===== src/hw/rtl/range_average_to_segments_macros.svh =====
// Assertion macros used by the range filter controller
`ifndef RANGE_AVERAGE_TO_SEGMENTS_MACROS_SVH
`define RANGE_AVERAGE_TO_SEGMENTS_MACROS_SVH

// Clocked assertion with an explicit clock and active-low reset
`define RATS_ASSERT_CLK(lbl, clk, rstn, prop, msg) \
  lbl: assert property (@(posedge clk) disable iff (!rstn) (prop)) else $error(msg);

// Assertion on the standard clk_i / rst_ni pair
`define RATS_ASSERT(lbl, prop, msg) \
  `RATS_ASSERT_CLK(lbl, clk_i, rst_ni, prop, msg)

`endif


===== src/hw/rtl/rats_pkg.sv =====
// Shared types and constants of the range average to segments block
package rats_pkg;

  localparam int unsigned WindowDef   = 5;
  localparam int unsigned CountW      = 16;
  localparam int unsigned DistW       = 14;
  localparam int unsigned SegW        = 7;
  localparam int unsigned CfgIdxW     = 1;
  localparam int unsigned CfgDataW    = 16;
  localparam int unsigned TicksReset  = 117;
  localparam int unsigned MaxReset    = 200;
  localparam int unsigned DisplayMax  = 9999;

  typedef enum logic [CfgIdxW-1:0] {
    CFG_TICKS_PER_CM = 1'b0,
    CFG_MAX_DISTANCE = 1'b1
  } cfg_reg_e;

  typedef struct packed {
    logic load_item;
    logic div_step;
    logic write_ring;
    logic sum_step;
    logic start_avg;
    logic cap_load;
    logic bcd_step;
    logic publish;
  } cmd_t;

  typedef struct packed {
    logic div_done;
    logic sum_done;
    logic bcd_done;
  } status_t;

endpackage


===== src/hw/rtl/range_average_to_segments.sv =====
// Range average to segments: echo count to capped moving average with 7-segment digits
// Both divisions use the shared divider, one quotient bit per cycle.
// Throughput: one item at a time; the next item is taken once the result is registered.
// Reset: ticks_per_cm 117, max_distance 200, ring empty (contents undefined), no item held.
module range_average_to_segments #(
  parameter int unsigned WINDOW = rats_pkg::WindowDef
) (
  input  logic                           clk_i,
  input  logic                           rst_ni,
  input  logic                           in_valid_i,
  output logic                           in_stall_o,
  input  logic [rats_pkg::CountW-1:0]    echo_count_i,
  output logic                           out_valid_o,
  input  logic                           out_stall_i,
  output logic [rats_pkg::DistW-1:0]     shown_distance_o,
  output logic [rats_pkg::SegW-1:0]      seg_thousands_o,
  output logic [rats_pkg::SegW-1:0]      seg_hundreds_o,
  output logic [rats_pkg::SegW-1:0]      seg_tens_o,
  output logic [rats_pkg::SegW-1:0]      seg_ones_o,
  input  logic                           cfg_we_i,
  input  logic [rats_pkg::CfgIdxW-1:0]   cfg_index_i,
  input  logic [rats_pkg::CfgDataW-1:0]  cfg_data_i
);

  rats_pkg::cmd_t    cmd;
  rats_pkg::status_t status;

  rats_ctrl u_ctrl (
    .clk_i       (clk_i),
    .rst_ni      (rst_ni),
    .in_valid_i  (in_valid_i),
    .in_stall_o  (in_stall_o),
    .out_valid_o (out_valid_o),
    .out_stall_i (out_stall_i),
    .cmd_o       (cmd),
    .status_i    (status)
  );

  rats_dp #(
    .WINDOW (WINDOW)
  ) u_dp (
    .clk_i            (clk_i),
    .rst_ni           (rst_ni),
    .cmd_i            (cmd),
    .status_o         (status),
    .cfg_we_i         (cfg_we_i),
    .cfg_index_i      (cfg_index_i),
    .cfg_data_i       (cfg_data_i),
    .echo_count_i     (echo_count_i),
    .shown_distance_o (shown_distance_o),
    .seg_thousands_o  (seg_thousands_o),
    .seg_hundreds_o   (seg_hundreds_o),
    .seg_tens_o       (seg_tens_o),
    .seg_ones_o       (seg_ones_o)
  );

endmodule


===== src/hw/rtl/rats_dp.sv =====
// Datapath: config registers, shared divider, sample ring, sum, BCD and segment decode
module rats_dp #(
  parameter int unsigned WINDOW = rats_pkg::WindowDef
) (
  input  logic                           clk_i,
  input  logic                           rst_ni,
  input  rats_pkg::cmd_t                 cmd_i,
  output rats_pkg::status_t              status_o,
  input  logic                           cfg_we_i,
  input  logic [rats_pkg::CfgIdxW-1:0]   cfg_index_i,
  input  logic [rats_pkg::CfgDataW-1:0]  cfg_data_i,
  input  logic [rats_pkg::CountW-1:0]    echo_count_i,
  output logic [rats_pkg::DistW-1:0]     shown_distance_o,
  output logic [rats_pkg::SegW-1:0]      seg_thousands_o,
  output logic [rats_pkg::SegW-1:0]      seg_hundreds_o,
  output logic [rats_pkg::SegW-1:0]      seg_tens_o,
  output logic [rats_pkg::SegW-1:0]      seg_ones_o
);

  localparam int unsigned AddrW = (WINDOW > 1) ? $clog2(WINDOW) : 1;
  localparam int unsigned CntW  = $clog2(WINDOW + 1);
  localparam int unsigned SumW  = rats_pkg::CountW + CntW;
  localparam int unsigned DcW   = $clog2(SumW + 1);
  localparam int unsigned CW    = rats_pkg::CountW;
  localparam int unsigned DW    = rats_pkg::DistW;
  localparam int unsigned BcdW  = 16;
  localparam int unsigned BcdCW = $clog2(DW + 1);

  function automatic logic [rats_pkg::SegW-1:0] seg_of(input logic [3:0] digit);
    logic [rats_pkg::SegW-1:0] pat;
    unique case (digit)
      4'd0:    pat = 7'h3F;
      4'd1:    pat = 7'h06;
      4'd2:    pat = 7'h5B;
      4'd3:    pat = 7'h4F;
      4'd4:    pat = 7'h66;
      4'd5:    pat = 7'h6D;
      4'd6:    pat = 7'h7D;
      4'd7:    pat = 7'h07;
      4'd8:    pat = 7'h7F;
      4'd9:    pat = 7'h6F;
      default: pat = '0;
    endcase
    return pat;
  endfunction

  logic [CW-1:0]    ticks_q;
  logic [DW-1:0]    max_q;

  logic [SumW-1:0]  dvd_q;
  logic [CW-1:0]    rem_q;
  logic [CW-1:0]    dvs_q;
  logic [DcW-1:0]   div_cnt_q;

  logic [CW-1:0]    ring_q [WINDOW];
  logic [AddrW-1:0] slot_q;
  logic             full_q;
  logic [CntW-1:0]  n_q;
  logic [CntW-1:0]  idx_q;
  logic [CW-1:0]    rd_data_q;
  logic             rd_vld_q;
  logic [SumW-1:0]  acc_q;

  logic [DW-1:0]    avg_q;
  logic [DW-1:0]    bin_q;
  logic [BcdW-1:0]  bcd_q;
  logic [BcdCW-1:0] bcd_cnt_q;

  logic [DW-1:0]             shown_q;
  logic [rats_pkg::SegW-1:0] seg_th_q, seg_hu_q, seg_te_q, seg_on_q;

  logic [CW:0]      rem_sh;
  logic [CW:0]      rem_diff;
  logic             q_bit;
  logic [DW-1:0]    cap_lim;
  logic [BcdW-1:0]  bcd_adj;
  logic             rd_hit;

  always_comb begin
    rem_sh   = {rem_q, dvd_q[SumW-1]};
    rem_diff = rem_sh - {1'b0, dvs_q};
    q_bit    = (rem_sh >= {1'b0, dvs_q});
    cap_lim  = (max_q > DW'(rats_pkg::DisplayMax)) ? DW'(rats_pkg::DisplayMax) : max_q;
    rd_hit   = (idx_q < n_q);
    for (int k = 0; k < 4; k++) begin
      bcd_adj[k*4 +: 4] = (bcd_q[k*4 +: 4] >= 4'd5) ? bcd_q[k*4 +: 4] + 4'd3 : bcd_q[k*4 +: 4];
    end
  end

  assign status_o.div_done = (div_cnt_q == DcW'(SumW));
  assign status_o.sum_done = !rd_hit && !rd_vld_q;
  assign status_o.bcd_done = (bcd_cnt_q == BcdCW'(DW));

  always_ff @(posedge clk_i or negedge rst_ni) begin
    if (!rst_ni) begin
      ticks_q <= CW'(rats_pkg::TicksReset);
      max_q   <= DW'(rats_pkg::MaxReset);
    end else if (cfg_we_i) begin
      unique case (rats_pkg::cfg_reg_e'(cfg_index_i))
        rats_pkg::CFG_TICKS_PER_CM: ticks_q <= cfg_data_i;
        rats_pkg::CFG_MAX_DISTANCE: max_q   <= cfg_data_i[DW-1:0];
        default: ;
      endcase
    end
  end

  always_ff @(posedge clk_i or negedge rst_ni) begin
    if (!rst_ni) begin
      slot_q   <= '0;
      full_q   <= 1'b0;
      n_q      <= '0;
      idx_q    <= '0;
      rd_vld_q <= 1'b0;
    end else if (cmd_i.write_ring) begin
      slot_q   <= (slot_q == AddrW'(WINDOW - 1)) ? '0 : slot_q + 1'b1;
      if (slot_q == AddrW'(WINDOW - 1)) begin
        full_q <= 1'b1;
      end
      n_q      <= (full_q || slot_q == AddrW'(WINDOW - 1)) ? CntW'(WINDOW)
                                                            : CntW'(slot_q) + 1'b1;
      idx_q    <= '0;
      rd_vld_q <= 1'b0;
    end else if (cmd_i.sum_step) begin
      rd_vld_q <= rd_hit;
      if (rd_hit) begin
        idx_q <= idx_q + 1'b1;
      end
    end
  end

  always_ff @(posedge clk_i) begin
    if (cmd_i.write_ring) begin
      ring_q[slot_q] <= dvd_q[CW-1:0];
    end
    if (cmd_i.sum_step && rd_hit) begin
      rd_data_q <= ring_q[idx_q[AddrW-1:0]];
    end
  end

  always_ff @(posedge clk_i) begin
    if (cmd_i.write_ring) begin
      acc_q <= '0;
    end else if (cmd_i.sum_step && rd_vld_q) begin
      acc_q <= acc_q + SumW'(rd_data_q);
    end
  end

  always_ff @(posedge clk_i or negedge rst_ni) begin
    if (!rst_ni) begin
      div_cnt_q <= '0;
    end else if (cmd_i.load_item || cmd_i.start_avg) begin
      div_cnt_q <= '0;
    end else if (cmd_i.div_step) begin
      div_cnt_q <= div_cnt_q + 1'b1;
    end
  end

  always_ff @(posedge clk_i) begin
    if (cmd_i.load_item) begin
      dvd_q <= SumW'(echo_count_i);
      rem_q <= '0;
      dvs_q <= (ticks_q == '0) ? CW'(1) : ticks_q;
    end else if (cmd_i.start_avg) begin
      dvd_q <= acc_q;
      rem_q <= '0;
      dvs_q <= CW'(n_q);
    end else if (cmd_i.div_step) begin
      dvd_q <= {dvd_q[SumW-2:0], q_bit};
      rem_q <= q_bit ? rem_diff[CW-1:0] : rem_sh[CW-1:0];
    end
  end

  always_ff @(posedge clk_i or negedge rst_ni) begin
    if (!rst_ni) begin
      bcd_cnt_q <= '0;
    end else if (cmd_i.cap_load) begin
      bcd_cnt_q <= '0;
    end else if (cmd_i.bcd_step) begin
      bcd_cnt_q <= bcd_cnt_q + 1'b1;
    end
  end

  always_ff @(posedge clk_i) begin
    if (cmd_i.cap_load) begin
      avg_q <= (dvd_q > SumW'(cap_lim)) ? cap_lim : dvd_q[DW-1:0];
      bin_q <= (dvd_q > SumW'(cap_lim)) ? cap_lim : dvd_q[DW-1:0];
      bcd_q <= '0;
    end else if (cmd_i.bcd_step) begin
      bcd_q <= {bcd_adj[BcdW-2:0], bin_q[DW-1]};
      bin_q <= {bin_q[DW-2:0], 1'b0};
    end
  end

  always_ff @(posedge clk_i) begin
    if (cmd_i.publish) begin
      shown_q  <= avg_q;
      seg_th_q <= (bcd_q[15:12] != 4'd0) ? seg_of(bcd_q[15:12]) : '0;
      seg_hu_q <= (bcd_q[15:8] != 8'd0) ? seg_of(bcd_q[11:8]) : '0;
      seg_te_q <= (bcd_q[15:4] != 12'd0) ? seg_of(bcd_q[7:4]) : '0;
      seg_on_q <= seg_of(bcd_q[3:0]);
    end
  end

  assign shown_distance_o = shown_q;
  assign seg_thousands_o  = seg_th_q;
  assign seg_hundreds_o   = seg_hu_q;
  assign seg_tens_o       = seg_te_q;
  assign seg_ones_o       = seg_on_q;

endmodule


===== src/hw/rtl/rats_ctrl.sv =====
// Controller: sequences divide, ring update, sum, average, BCD and output handshake
`include "range_average_to_segments_macros.svh"

module rats_ctrl (
  input  logic              clk_i,
  input  logic              rst_ni,
  input  logic              in_valid_i,
  output logic              in_stall_o,
  output logic              out_valid_o,
  input  logic              out_stall_i,
  output rats_pkg::cmd_t    cmd_o,
  input  rats_pkg::status_t status_i
);

  typedef enum logic [2:0] {
    ST_IDLE,
    ST_DIV_DIST,
    ST_SUM,
    ST_DIV_AVG,
    ST_BCD,
    ST_PUBLISH
  } state_e;

  state_e state_q, state_d;
  logic   out_valid_q, out_valid_d;
  rats_pkg::cmd_t cmd;

  always_comb begin
    cmd         = '0;
    state_d     = state_q;
    out_valid_d = out_valid_q && out_stall_i;
    unique case (state_q)
      ST_IDLE: begin
        if (in_valid_i) begin
          cmd.load_item = 1'b1;
          state_d       = ST_DIV_DIST;
        end
      end
      ST_DIV_DIST: begin
        if (status_i.div_done) begin
          cmd.write_ring = 1'b1;
          state_d        = ST_SUM;
        end else begin
          cmd.div_step = 1'b1;
        end
      end
      ST_SUM: begin
        if (status_i.sum_done) begin
          cmd.start_avg = 1'b1;
          state_d       = ST_DIV_AVG;
        end else begin
          cmd.sum_step = 1'b1;
        end
      end
      ST_DIV_AVG: begin
        if (status_i.div_done) begin
          cmd.cap_load = 1'b1;
          state_d      = ST_BCD;
        end else begin
          cmd.div_step = 1'b1;
        end
      end
      ST_BCD: begin
        if (status_i.bcd_done) begin
          state_d = ST_PUBLISH;
        end else begin
          cmd.bcd_step = 1'b1;
        end
      end
      ST_PUBLISH: begin
        if (!out_valid_q || !out_stall_i) begin
          cmd.publish = 1'b1;
          out_valid_d = 1'b1;
          state_d     = ST_IDLE;
        end
      end
      default: state_d = ST_IDLE;
    endcase
  end

  always_ff @(posedge clk_i or negedge rst_ni) begin
    if (!rst_ni) begin
      state_q     <= ST_IDLE;
      out_valid_q <= 1'b0;
    end else begin
      state_q     <= state_d;
      out_valid_q <= out_valid_d;
    end
  end

  assign in_stall_o  = (state_q != ST_IDLE);
  assign out_valid_o = out_valid_q;
  assign cmd_o       = cmd;

  `RATS_ASSERT(a_cmd_onehot, $onehot0(cmd), "more than one datapath command")
  `RATS_ASSERT(a_publish_free, cmd.publish |-> (!out_valid_q || !out_stall_i), "publish overwrites pending item")
  `RATS_ASSERT(a_publish_valid, cmd.publish |=> out_valid_q, "published item not presented")
  `RATS_ASSERT(a_accept_start, (in_valid_i && !in_stall_o) |=> (state_q == ST_DIV_DIST), "accepted item not started")

endmodule

===== config.mk =====
export PLATFORM = sky130hd
export DESIGN_NAME = range_average_to_segments
export DESIGN_NICKNAME = d
export VERILOG_FILES = /design/src/hw/rtl/rats_pkg.sv /design/src/hw/rtl/range_average_to_segments.sv /design/src/hw/rtl/rats_dp.sv /design/src/hw/rtl/rats_ctrl.sv
export VERILOG_INCLUDE_DIRS = /design/src /design/src/hw/rtl
export SDC_FILE = /design/constraint.sdc
export NUM_CORES = 1
export LEC_CHECK = 0
export BUFFER_PORTS_ARGS = -buffer_cell sky130_fd_sc_hd__buf_2
export CAP_MARGIN = 20
export CORE_MARGIN = 8
export CORE_UTILIZATION = 50
export CTS_BUF_LIST = sky130_fd_sc_hd__clkbuf_2
export CTS_CLUSTER_SIZE = 24
export DETAILED_ROUTE_END_ITERATION = 6
export PLACE_DENSITY_LB_ADDON = 0.05
export SLEW_MARGIN = 20
export SYNTH_ARGS = -nofsm -noshare
export SYNTH_HDL_FRONTEND = slang
export SYNTH_SLANG_ARGS = --single-unit

===== constraint.sdc =====
create_clock -name clk_i -period 5.1 [get_ports clk_i]
set_input_delay 1.02 -clock clk_i [delete_from_list [all_inputs] [get_ports clk_i]]
set_output_delay 1.02 -clock clk_i [all_outputs]
set_load 0.05 [all_outputs]

==> results of run 1 <==
-- layout make-up --
class	count	area (sq um)
Antenna cell	1	2.50
Clock buffer	123	616
Clock inverter	16	113
Fill cell	2661	13000
Inverter	71	267
Multi-Input combinational cell	848	6180
Sequential cell	306	8390
Tap cell	390	488
Timing Repair Buffer	100	552
-- metrics by stage --
step,instances,util,area (sq um),hold slack [ps]
after global routing,1855,0.560,16600,259
after detailed placement,1714,0.535,15900,406
after global placement,1714,0.535,15900,411
final,1855,0.560,16600,298
after CTS,1853,0.560,16600,202
after floorplan,1287,-,15000,400
-- cell families after synthesis --
group,after synthesis
and+or+nand+nor,369
adders and majority gates,84
AOI/OAI and AO/OA,258
muxes,106
xor gates and xnor gates,31
buffers and inverters,133
DFF,306
-- per-layer routing --
layer,wire (um),GRT usage,vias up
li1,-,-,5033
met1,16800,0.282,5032
met2,15900,0.299,245
met3,1950,0.0390,41
met4,515,0.0637,0
met5,0,0,-
-- power by group --
part	switching, uW	internal [uW]
combinational	1290	989
clock	1020	694
sequential	433	3140
total	2750	4820
-- path summary, 6_finish.rpt --
check                          startpoint                       end  slack (ps)  cells after the start
setup / recovery            u_dp.max_q[6]            u_dp.bin_q[13]        1080                     12
max in group asynchronous          rst_ni         u_dp.bcd_cnt_q[3]        4250                      2
setup reg to reg            u_dp.max_q[6]            u_dp.bin_q[13]        1080                     12
hold reg to reg             u_dp.avg_q[1]  u_dp.shown_distance_o[1]         430                      0
min in group clk_i         cfg_data_i[14]          u_dp.ticks_q[14]         410                      2
hold / removal                     rst_ni           u_dp.ticks_q[7]         300                      2
-- state kept, by name (all words and copies together), names as in the netlist, 3 cells and up --
| name | flops |
|---|---|
| u_ctrl.state_q | 3 |
| u_dp.acc_q | 19 |
| u_dp.rem_q | 16 |
| u_dp.seg_ones_o | 7 |
| u_dp.seg_tens_o | 7 |
| u_dp.avg_q | 14 |
| u_dp.bin_q | 14 |
| u_dp.bcd_q | 16 |
| u_dp.max_q | 14 |
| u_dp.dvd_q | 19 |
| u_dp.seg_hundreds_o | 7 |
| u_dp.ticks_q | 16 |
| u_dp.rd_data_q | 16 |
| u_dp.seg_thousands_o | 7 |
| u_dp.n_q | 3 |
| u_dp.div_cnt_q | 5 |
| u_dp.shown_distance_o | 14 |
| u_dp.dvs_q | 16 |
| u_dp.idx_q | 3 |
| u_dp.slot_q | 3 |
| u_dp.ring_q | 80 |
| u_dp.bcd_cnt_q | 4 |
-- synthesized netlist by cell type, drive strengths merged (13+ instances only) --
library cell	instances	area share
nor2	82	0.020
nor3	32	0.011
dfrtp	46	0.077
a21o	18	0.0090
mux2	63	0.048
xnor2	18	0.010
mux2i	27	0.020
edfxtp	198	0.40
ha	82	0.068
dfxtp	54	0.072
clkbuf	53	0.013
a31oi	18	0.0075
xor2	13	0.0076
and3	20	0.0083
inv	70	0.017
nand2b	13	0.0054
nand2	121	0.030
mux4	16	0.024
a21oi	70	0.023
o21ai	71	0.024
nand3	30	0.010
==> results.sh, run 1 <==
export IMPL_outcome="completed"
export IMPL_clkTransAtPathRegs_ps=110
export IMPL_worstPathRequired_ps=5680
export IMPL_synth_compound_area_frac=0.108
export IMPL_finalCritPeriodShare=0.789
export IMPL_hold_viol=0
export IMPL_synth_cells=1287
export IMPL_peakVddDrop_uv=179
export IMPL_power_density_mw_per_mm2=456
export IMPL_syn_area_sq_mm=0.0150
export IMPL_synth_top_family_by_area="simple AND/OR/NAND/NOR gates"
export IMPL_critical_path_cell_chain="nor4_1 -> nor2_1 -> nor3_1 -> nor2_1 -> nor2_1 -> ha_1 -> nand4_1 -> nor4_1 -> a21oi_1 -> a2111o_1 -> mux2_4 -> mux2_4"
export IMPL_cts_sinks=306
export IMPL_finalSetupViolations=0
export IMPL_dp_final_hpwl_mm=24.4
export IMPL_synth_flop_cell="edfxtp_1"
export IMPL_viasPerCell=5.58
export IMPL_core_area_sq_mm=0.0296
export IMPL_ios=82
export IMPL_htree_levels=3
export IMPL_crit_fanout=14
export IMPL_crit_top_cell="nor2_1"
export IMPL_fin_skew_ps=84.9
export IMPL_grt_setup_unrepaired="no"
export IMPL_drv_slew=0
export IMPL_hold_buffers=0
export IMPL_cp_num_buf_inv=0
export IMPL_post_cts_repair_setup_buffers=0
export IMPL_start_util=0.507
export IMPL_grt_pass1_wl_mm=56.0
export IMPL_cpMaxStageDelayCell="a2111o_1"
export IMPL_portBuffers=81
export IMPL_die_w_um=189
export IMPL_cp_start_kind="register"
export IMPL_wirelength_mm=35.2
export IMPL_grt_max_degree=55
export IMPL_synth_warnings=0
export IMPL_cts_tree="built"
export IMPL_insertion_delay_ps=870
export IMPL_preCtsSetupSlack_ps=1190
export IMPL_antenna_found_initial=1
export IMPL_synth_xor_area_frac=0.0181
export IMPL_place_gp_congestion=0.826
export IMPL_drive_gt1_frac=0.229
export IMPL_avgSynthCellArea_sq_um=11.7
export IMPL_clockBufferDepth=3
export IMPL_grt_overflow=0
export IMPL_leakage_uw=0.00657
export IMPL_grt_use_total=0.197
export IMPL_path_delay_family="simple AND/OR/NAND/NOR gates"
export IMPL_drtIter0Drc=638
export IMPL_cts_made_buffers=80
export IMPL_worst_pin_slew_ps=986
export IMPL_syn_num_nets=1409
export IMPL_final_cell_mix="edfxtp_1 (198), clkbuf_2 (123), nand2_1 (121)"
export IMPL_post_drt_wl_per_cell_um=19.0
export IMPL_grt_pass1_vias=10200
export IMPL_synth_async_reset_ratio=0.176
export IMPL_drc=0
export IMPL_critical_path_endpoint_type="register"
export IMPL_layout_min_cycle_time_ps=4020
export IMPL_crit_type="register to register"
export IMPL_postRouteAntennaNets=0
export IMPL_syn2layout_area_growth_pct=10.5
export IMPL_setup_ws_ps=1080
export IMPL_layout_commonest_cell="edfxtp_1"
export IMPL_max_freq_mhz=249
export IMPL_synth_fa_ha_area_frac=0.0710
export IMPL_maxCapViolations=0
export IMPL_setup_tns_ps=0
export IMPL_synth_simple_gate_area_share=0.117
export IMPL_synth_seq_area_share=0.558
export IMPL_synth_edff_count=198
export IMPL_arrival_ps=4600
export IMPL_die_h_um=189
export IMPL_cpPeakStageDelay_ps=750
export IMPL_first_pass_iters=5
export IMPL_relSlewSlack=0.343
export IMPL_hp_class="input port to async pin"
export IMPL_final_nets=1529
export IMPL_yosys_register_bits=306
export IMPL_finalPower_uw=7570
export IMPL_ys_types=76
export IMPL_rows=63
export IMPL_synthMuxAreaShare=0.0922
export IMPL_vias=10400
export IMPL_cts_resized=0
export IMPL_ctsRootBufferMaster="clkbuf_2"
export IMPL_die_area_sq_mm=0.0359
Power figures use the tool's default switching activity.
==> run 2: changes to the inputs <==
clock period = 3.3 ns   (was 5.1 ns; I/O delays follow)
==> results.sh, run 2 (synthesis results as in run 1) <==
export IMPL_fillCellCount=2618
export IMPL_fin_area_sq_mm=0.0174
export IMPL_viasPerCell=5.47
export IMPL_clkTransAtPathRegs_ps=120
export IMPL_worst_pin_slew_ps=857
export IMPL_htree_levels=3
export IMPL_leakage_uw=0.00693
export IMPL_crit_type="register to register"
export IMPL_cts_made_buffers=79
export IMPL_arrival_ps=4030
export IMPL_portBuffers=81
export IMPL_drc=0
export IMPL_peakVddDrop_uv=324
export IMPL_place_area_sq_mm=0.0163
export IMPL_cp_num_buf_inv=1
export IMPL_fin_skew_ps=129
export IMPL_hold_ws_ps=59.3
export IMPL_reg_top3="u_dp.ring_q x80, u_dp.acc_q x19, u_dp.dvd_q x19"
export IMPL_ctsRootBufferMaster="clkbuf_2"
export IMPL_rows=63
export IMPL_layout_min_cycle_time_ps=3460
export IMPL_regArea_sq_mm=0.00839
export IMPL_hp_class="input port to register"
export IMPL_start_util=0.507
export IMPL_grt_setup_unrepaired="yes"
export IMPL_cts_tree="built"
export IMPL_critical_path_cell_chain="nor4_4 -> nor2_1 -> nor3_2 -> buf_4 -> nor2_4 -> nor2_1 -> ha_1 -> a21oi_1 -> nor2b_1 -> o21ai_0 -> o2111ai_1 -> a2111o_1 -> mux2_4 -> mux2_4"
export IMPL_place_gp_congestion=0.843
export IMPL_post_drt_wl_per_cell_um=18.5
export IMPL_grt_pass1_wl_mm=56.7
export IMPL_violations="setup timing"
export IMPL_critical_path_endpoint_type="register"
export IMPL_power_density_mw_per_mm2=696
export IMPL_syn2layout_area_growth_pct=15.6
export IMPL_die_h_um=189
export IMPL_die_area_sq_mm=0.0359
export IMPL_relSlewSlack=0.429
export IMPL_crit_fanout=5
export IMPL_largest_register_ffs=80
export IMPL_final_cell_mix="edfxtp_1 (198), nand2_1 (121), clkbuf_2 (120)"
export IMPL_setup_tns_ps=-1750
export IMPL_drtIter0Drc=750
export IMPL_max_freq_mhz=289
export IMPL_cpMaxStageDelayCell="a2111o_1"
export IMPL_postRouteAntennaNets=0
export IMPL_antenna_found_initial=1
export IMPL_worstPathRequired_ps=3870
export IMPL_wirelength_mm=35.6
export IMPL_drive_gt1_frac=0.260
export IMPL_maxCapViolations=0
export IMPL_finalSetupViolations=15
export IMPL_die_w_um=189
export IMPL_cpPeakStageDelay_ps=570
export IMPL_multi_input_area_sq_mm=0.00628
export IMPL_dp_final_hpwl_mm=25.1
export IMPL_finalCritPeriodShare=1.05
export IMPL_layout_commonest_cell="edfxtp_1"
export IMPL_setup_ws_ps=-164
export IMPL_grt_use_total=0.199
export IMPL_regMostFlops="u_dp.ring_q"
export IMPL_core_area_sq_mm=0.0296
export IMPL_drv_slew=0
export IMPL_first_pass_iters=5
export IMPL_ios=82
export IMPL_grt_pass1_vias=10500
export IMPL_cp_start_kind="register"
export IMPL_cts_sinks=306
export IMPL_insertion_delay_ps=930
export IMPL_hold_viol=0
export IMPL_path_delay_family="compound AO/OA/AOI/OAI gates"
export IMPL_grt_max_degree=35
export IMPL_final_nets=1592
export IMPL_clockBufferDepth=3
export IMPL_preCtsSetupSlack_ps=-304
export IMPL_vias=10500
export IMPL_outcome="finished with violations"
export IMPL_grt_overflow=0
-- run 2: changes by cell type in the layout (fill, tap and decap cells not counted), sizes merged --
cell         change
clkbuf           -3
dlygate4sd3     +14
buf             +50
bufinv           +1
clkinv          +11
-- run 2: timing repair --
item / CTS / global route
gates resized for setup: 12 / 8
cloned: 0 / 0
pin swaps: 8 / 4
hold buffers: 14 / 0
endpoints found under the setup margin: 25 / 25
endpoints found under the hold margin: 45 / 0
setup buffers: 4 / 0
-- run 2: metal layers --
metal | GRT usage | vias up | share of wire
li1 | - | 5169 | -
met3 | 0.0397 | 57 | 0.056
met1 | 0.277 | 5046 | 0.47
met2 | 0.306 | 269 | 0.45
met4 | 0.0686 | 0 | 0.022
met5 | 0 | - | 0
-- run 2: stage by stage --
stage               std cells  utilization  total power, uW
floorplan                1287            -             8050
global placement         1761        0.550             9210
detailed placement       1761        0.550             9250
CTS                      1927        0.584            12100
global route             1928        0.586            12900
finish                   1928        0.586            12100
-- run 2: cell type report --
| type | count | area share |
|---|---|---|
| Antenna cell | 1 | 0.000144 |
| Clock buffer | 120 | 0.0346 |
| Clock inverter | 28 | 0.0109 |
| Inverter | 71 | 0.0153 |
| Multi-Input combinational cell | 848 | 0.362 |
| Sequential cell | 306 | 0.483 |
| Tap cell | 390 | 0.0281 |
| Timing Repair Buffer | 164 | 0.0665 |
-- run 2: final timing paths --
kind | startpoint | to | slack [ps] | cells past startpoint
max in group asynchronous | rst_ni | u_dp.max_q[6] | 1960 | 3
worst min-delay path | echo_count_i[0] | u_dp.dvd_q[0] | 60 | 2
worst max register to register | u_dp.max_q[7] | u_dp.bin_q[13] | -160 | 14
min in group asynchronous | rst_ni | u_dp.ticks_q[7] | 400 | 2
worst min register to register | u_dp.avg_q[9] | u_dp.shown_distance_o[9] | 420 | 0
worst max-delay path | u_dp.max_q[7] | u_dp.bin_q[13] | -160 | 14
-- run 2: report_power, final --
group,switching (uW),internal [uW]
clock network,1620,1150
logic,2140,1750
registers,579,4840
total,4340,7740
==> run 3: changes to the inputs <==
CTS_CLUSTER_DIAMETER = 100   (was default)
SKIP_LAST_GASP = 1   (was default)
clock period = 3.99 ns   (was 3.3 ns; I/O delays follow)
==> results.sh, run 3 (synthesis results as in run 1) <==
export IMPL_place_area_sq_mm=0.0160
export IMPL_clockBufferDepth=3
export IMPL_cpPeakStageDelay_ps=640
export IMPL_reg_top3="u_dp.ring_q x80, u_dp.acc_q x19, u_dp.dvd_q x19"
export IMPL_drive_gt1_frac=0.177
export IMPL_cp_num_buf_inv=1
export IMPL_setup_ws_ps=237
export IMPL_place_gp_congestion=0.835
export IMPL_grt_use_total=0.187
export IMPL_power_density_mw_per_mm2=529
export IMPL_setup_tns_ps=0
export IMPL_grt_setup_unrepaired="no"
export IMPL_highest_layer="met4"
export IMPL_core_area_sq_mm=0.0296
export IMPL_leakage_uw=0.00621
export IMPL_htree_levels=1
export IMPL_layout_min_cycle_time_ps=3750
export IMPL_cts_sinks=306
export IMPL_finalCritPeriodShare=0.941
export IMPL_first_pass_iters=5
export IMPL_hp_class="input port to register"
export IMPL_grt_overflow=0
export IMPL_worstPathRequired_ps=4690
export IMPL_cts_resized=0
export IMPL_crit_type="register to register"
export IMPL_fin_area_sq_mm=0.0162
export IMPL_maxCapViolations=0
export IMPL_drtIter0Drc=604
export IMPL_die_h_um=189
export IMPL_preCtsSetupSlack_ps=334
export IMPL_final_nets=1483
export IMPL_critical_path_endpoint_type="register"
export IMPL_viasPerCell=5.60
export IMPL_max_freq_mhz=266
export IMPL_grt_pass1_wl_mm=53.6
export IMPL_path_delay_family="compound AO/OA/AOI/OAI gates"
export IMPL_vias=9875
export IMPL_dr_wl_met2_mm=15.6
export IMPL_ios=82
export IMPL_outcome="completed"
export IMPL_crit_fanout=7
export IMPL_postRouteAntennaNets=0
export IMPL_insertion_delay_ps=910
export IMPL_m1WireLength_mm=16.4
export IMPL_die_w_um=189
export IMPL_critical_path_cell_chain="nor4_1 -> nor2_1 -> nor3_1 -> nor2_1 -> nor2_1 -> ha_1 -> a21oi_1 -> nor2b_1 -> o21ai_0 -> o2111ai_1 -> a2111o_1 -> buf_4 -> mux2_1 -> and2_1"
export IMPL_crit_top_cell="nor2_1"
export IMPL_cts_tree="built"
export IMPL_dp_final_hpwl_mm=24.5
export IMPL_finalSetupViolations=0
export IMPL_worst_pin_slew_ps=860
export IMPL_fin_skew_ps=73.7
export IMPL_wirelength_mm=33.9
export IMPL_rows=63
export IMPL_ctsRootBufferMaster="clkbuf_2"
export IMPL_antenna_found_initial=2
export IMPL_hold_viol=0
export IMPL_drv_slew=0
export IMPL_regMostFlops="u_dp.ring_q"
export IMPL_relSlewSlack=0.427
export IMPL_final_cell_mix="edfxtp_1 (198), nand2_1 (121), nor2_1 (82), ha_1 (82), buf_2 (81)"
export IMPL_clkTransAtPathRegs_ps=440
export IMPL_cts_made_buffers=16
export IMPL_drc=0
export IMPL_layout_commonest_cell="edfxtp_1"
export IMPL_start_util=0.507
export IMPL_cpMaxStageDelayCell="dfstp_2"
export IMPL_portBuffers=81
export IMPL_grt_pass1_vias=9644
export IMPL_arrival_ps=4450
export IMPL_cp_start_kind="register"
export IMPL_hold_ws_ps=105
export IMPL_grt_max_degree=33
export IMPL_post_drt_wl_per_cell_um=19.2
export IMPL_die_area_sq_mm=0.0359
export IMPL_syn2layout_area_growth_pct=7.68
export IMPL_largest_register_ffs=80
export IMPL_met3_wirelength_mm=1.40
export IMPL_peakVddDrop_uv=276
export IMPL_finalPower_uw=8560
-- run 3: cell types whose count changed in the layout (fill, tap and decap cells not counted), sizes merged --
cell / delta
clkinv: -18
clkbuf: -95
dlygate4sd3: -8
bufinv: -2
clkinvlp: -3
inv: -2
buf: -38
-- run 3: layout make-up --
| type | count | area [sq um] |
|---|---|---|
| inverter | 71 | 267 |
| fill | 2643 | 13500 |
| multi-input combinational | 848 | 6180 |
| clock buffer | 25 | 125 |
| sequential | 306 | 8390 |
| tap | 390 | 488 |
| clock inverter | 3 | 12.5 |
| timing repair buffer | 118 | 718 |
| antenna | 1 | 2.50 |
-- run 3: final timing paths --
check	depth (start not counted)	end	slack [ps]	from
worst min-delay path	2	u_dp.ticks_q[3]	110	cfg_data_i[3]
worst max-delay path	14	u_dp.bin_q[0]	240	u_dp.max_q[7]
worst max register to register	14	u_dp.bin_q[0]	240	u_dp.max_q[7]
min in group asynchronous	2	u_dp.ticks_q[14]	310	rst_ni
max in group asynchronous	3	u_dp.ticks_q[0]	2790	rst_ni
worst min register to register	0	u_dp.shown_distance_o[9]	460	u_dp.avg_q[9]
-- run 3: layer usage --
metal	vias to the layer above	GRT usage
li1	4865	-
met1	4803	0.268
met2	178	0.305
met3	29	0.0226
met4	0	0.0298
met5	-	0
-- run 3: where the power goes --
part,total [uW],internal (uW),switching [uW]
sequential,4550,4010,536
clock,1090,163,925
combinational,2930,1290,1640
-- run 3: what timing repair did --
action,CTS,global route
setup endpoints to repair,0,0
buffers inserted,0,0
endpoints found under the hold margin,21,3
hold buffers,4,2
-- run 3: worst register-to-register path: stages (launching register included) --
cell and delay, ps:
dfstp_2 640, nor4_1 50, nor2_1 110, nor3_1 60, nor2_1 360, nor2_1 140
ha_1 310, a21oi_1 140, nor2b_1 60, o21ai_0 230, o2111ai_1 160, a2111o_1 570
buf_4 240, mux2_1 340, and2_1 150
-- run 3: per-stage QoR --
| stage | instances | utilization |
|---|---|---|
| 6_report | 1762 | 0.546 |
| 5_1_grt | 1762 | 0.546 |
| 4_1_cts | 1758 | 0.544 |
| 3_5_place_dp | 1726 | 0.538 |
| 3_3_place_gp | 1726 | 0.538 |
| 2_1_floorplan | 1287 | - |
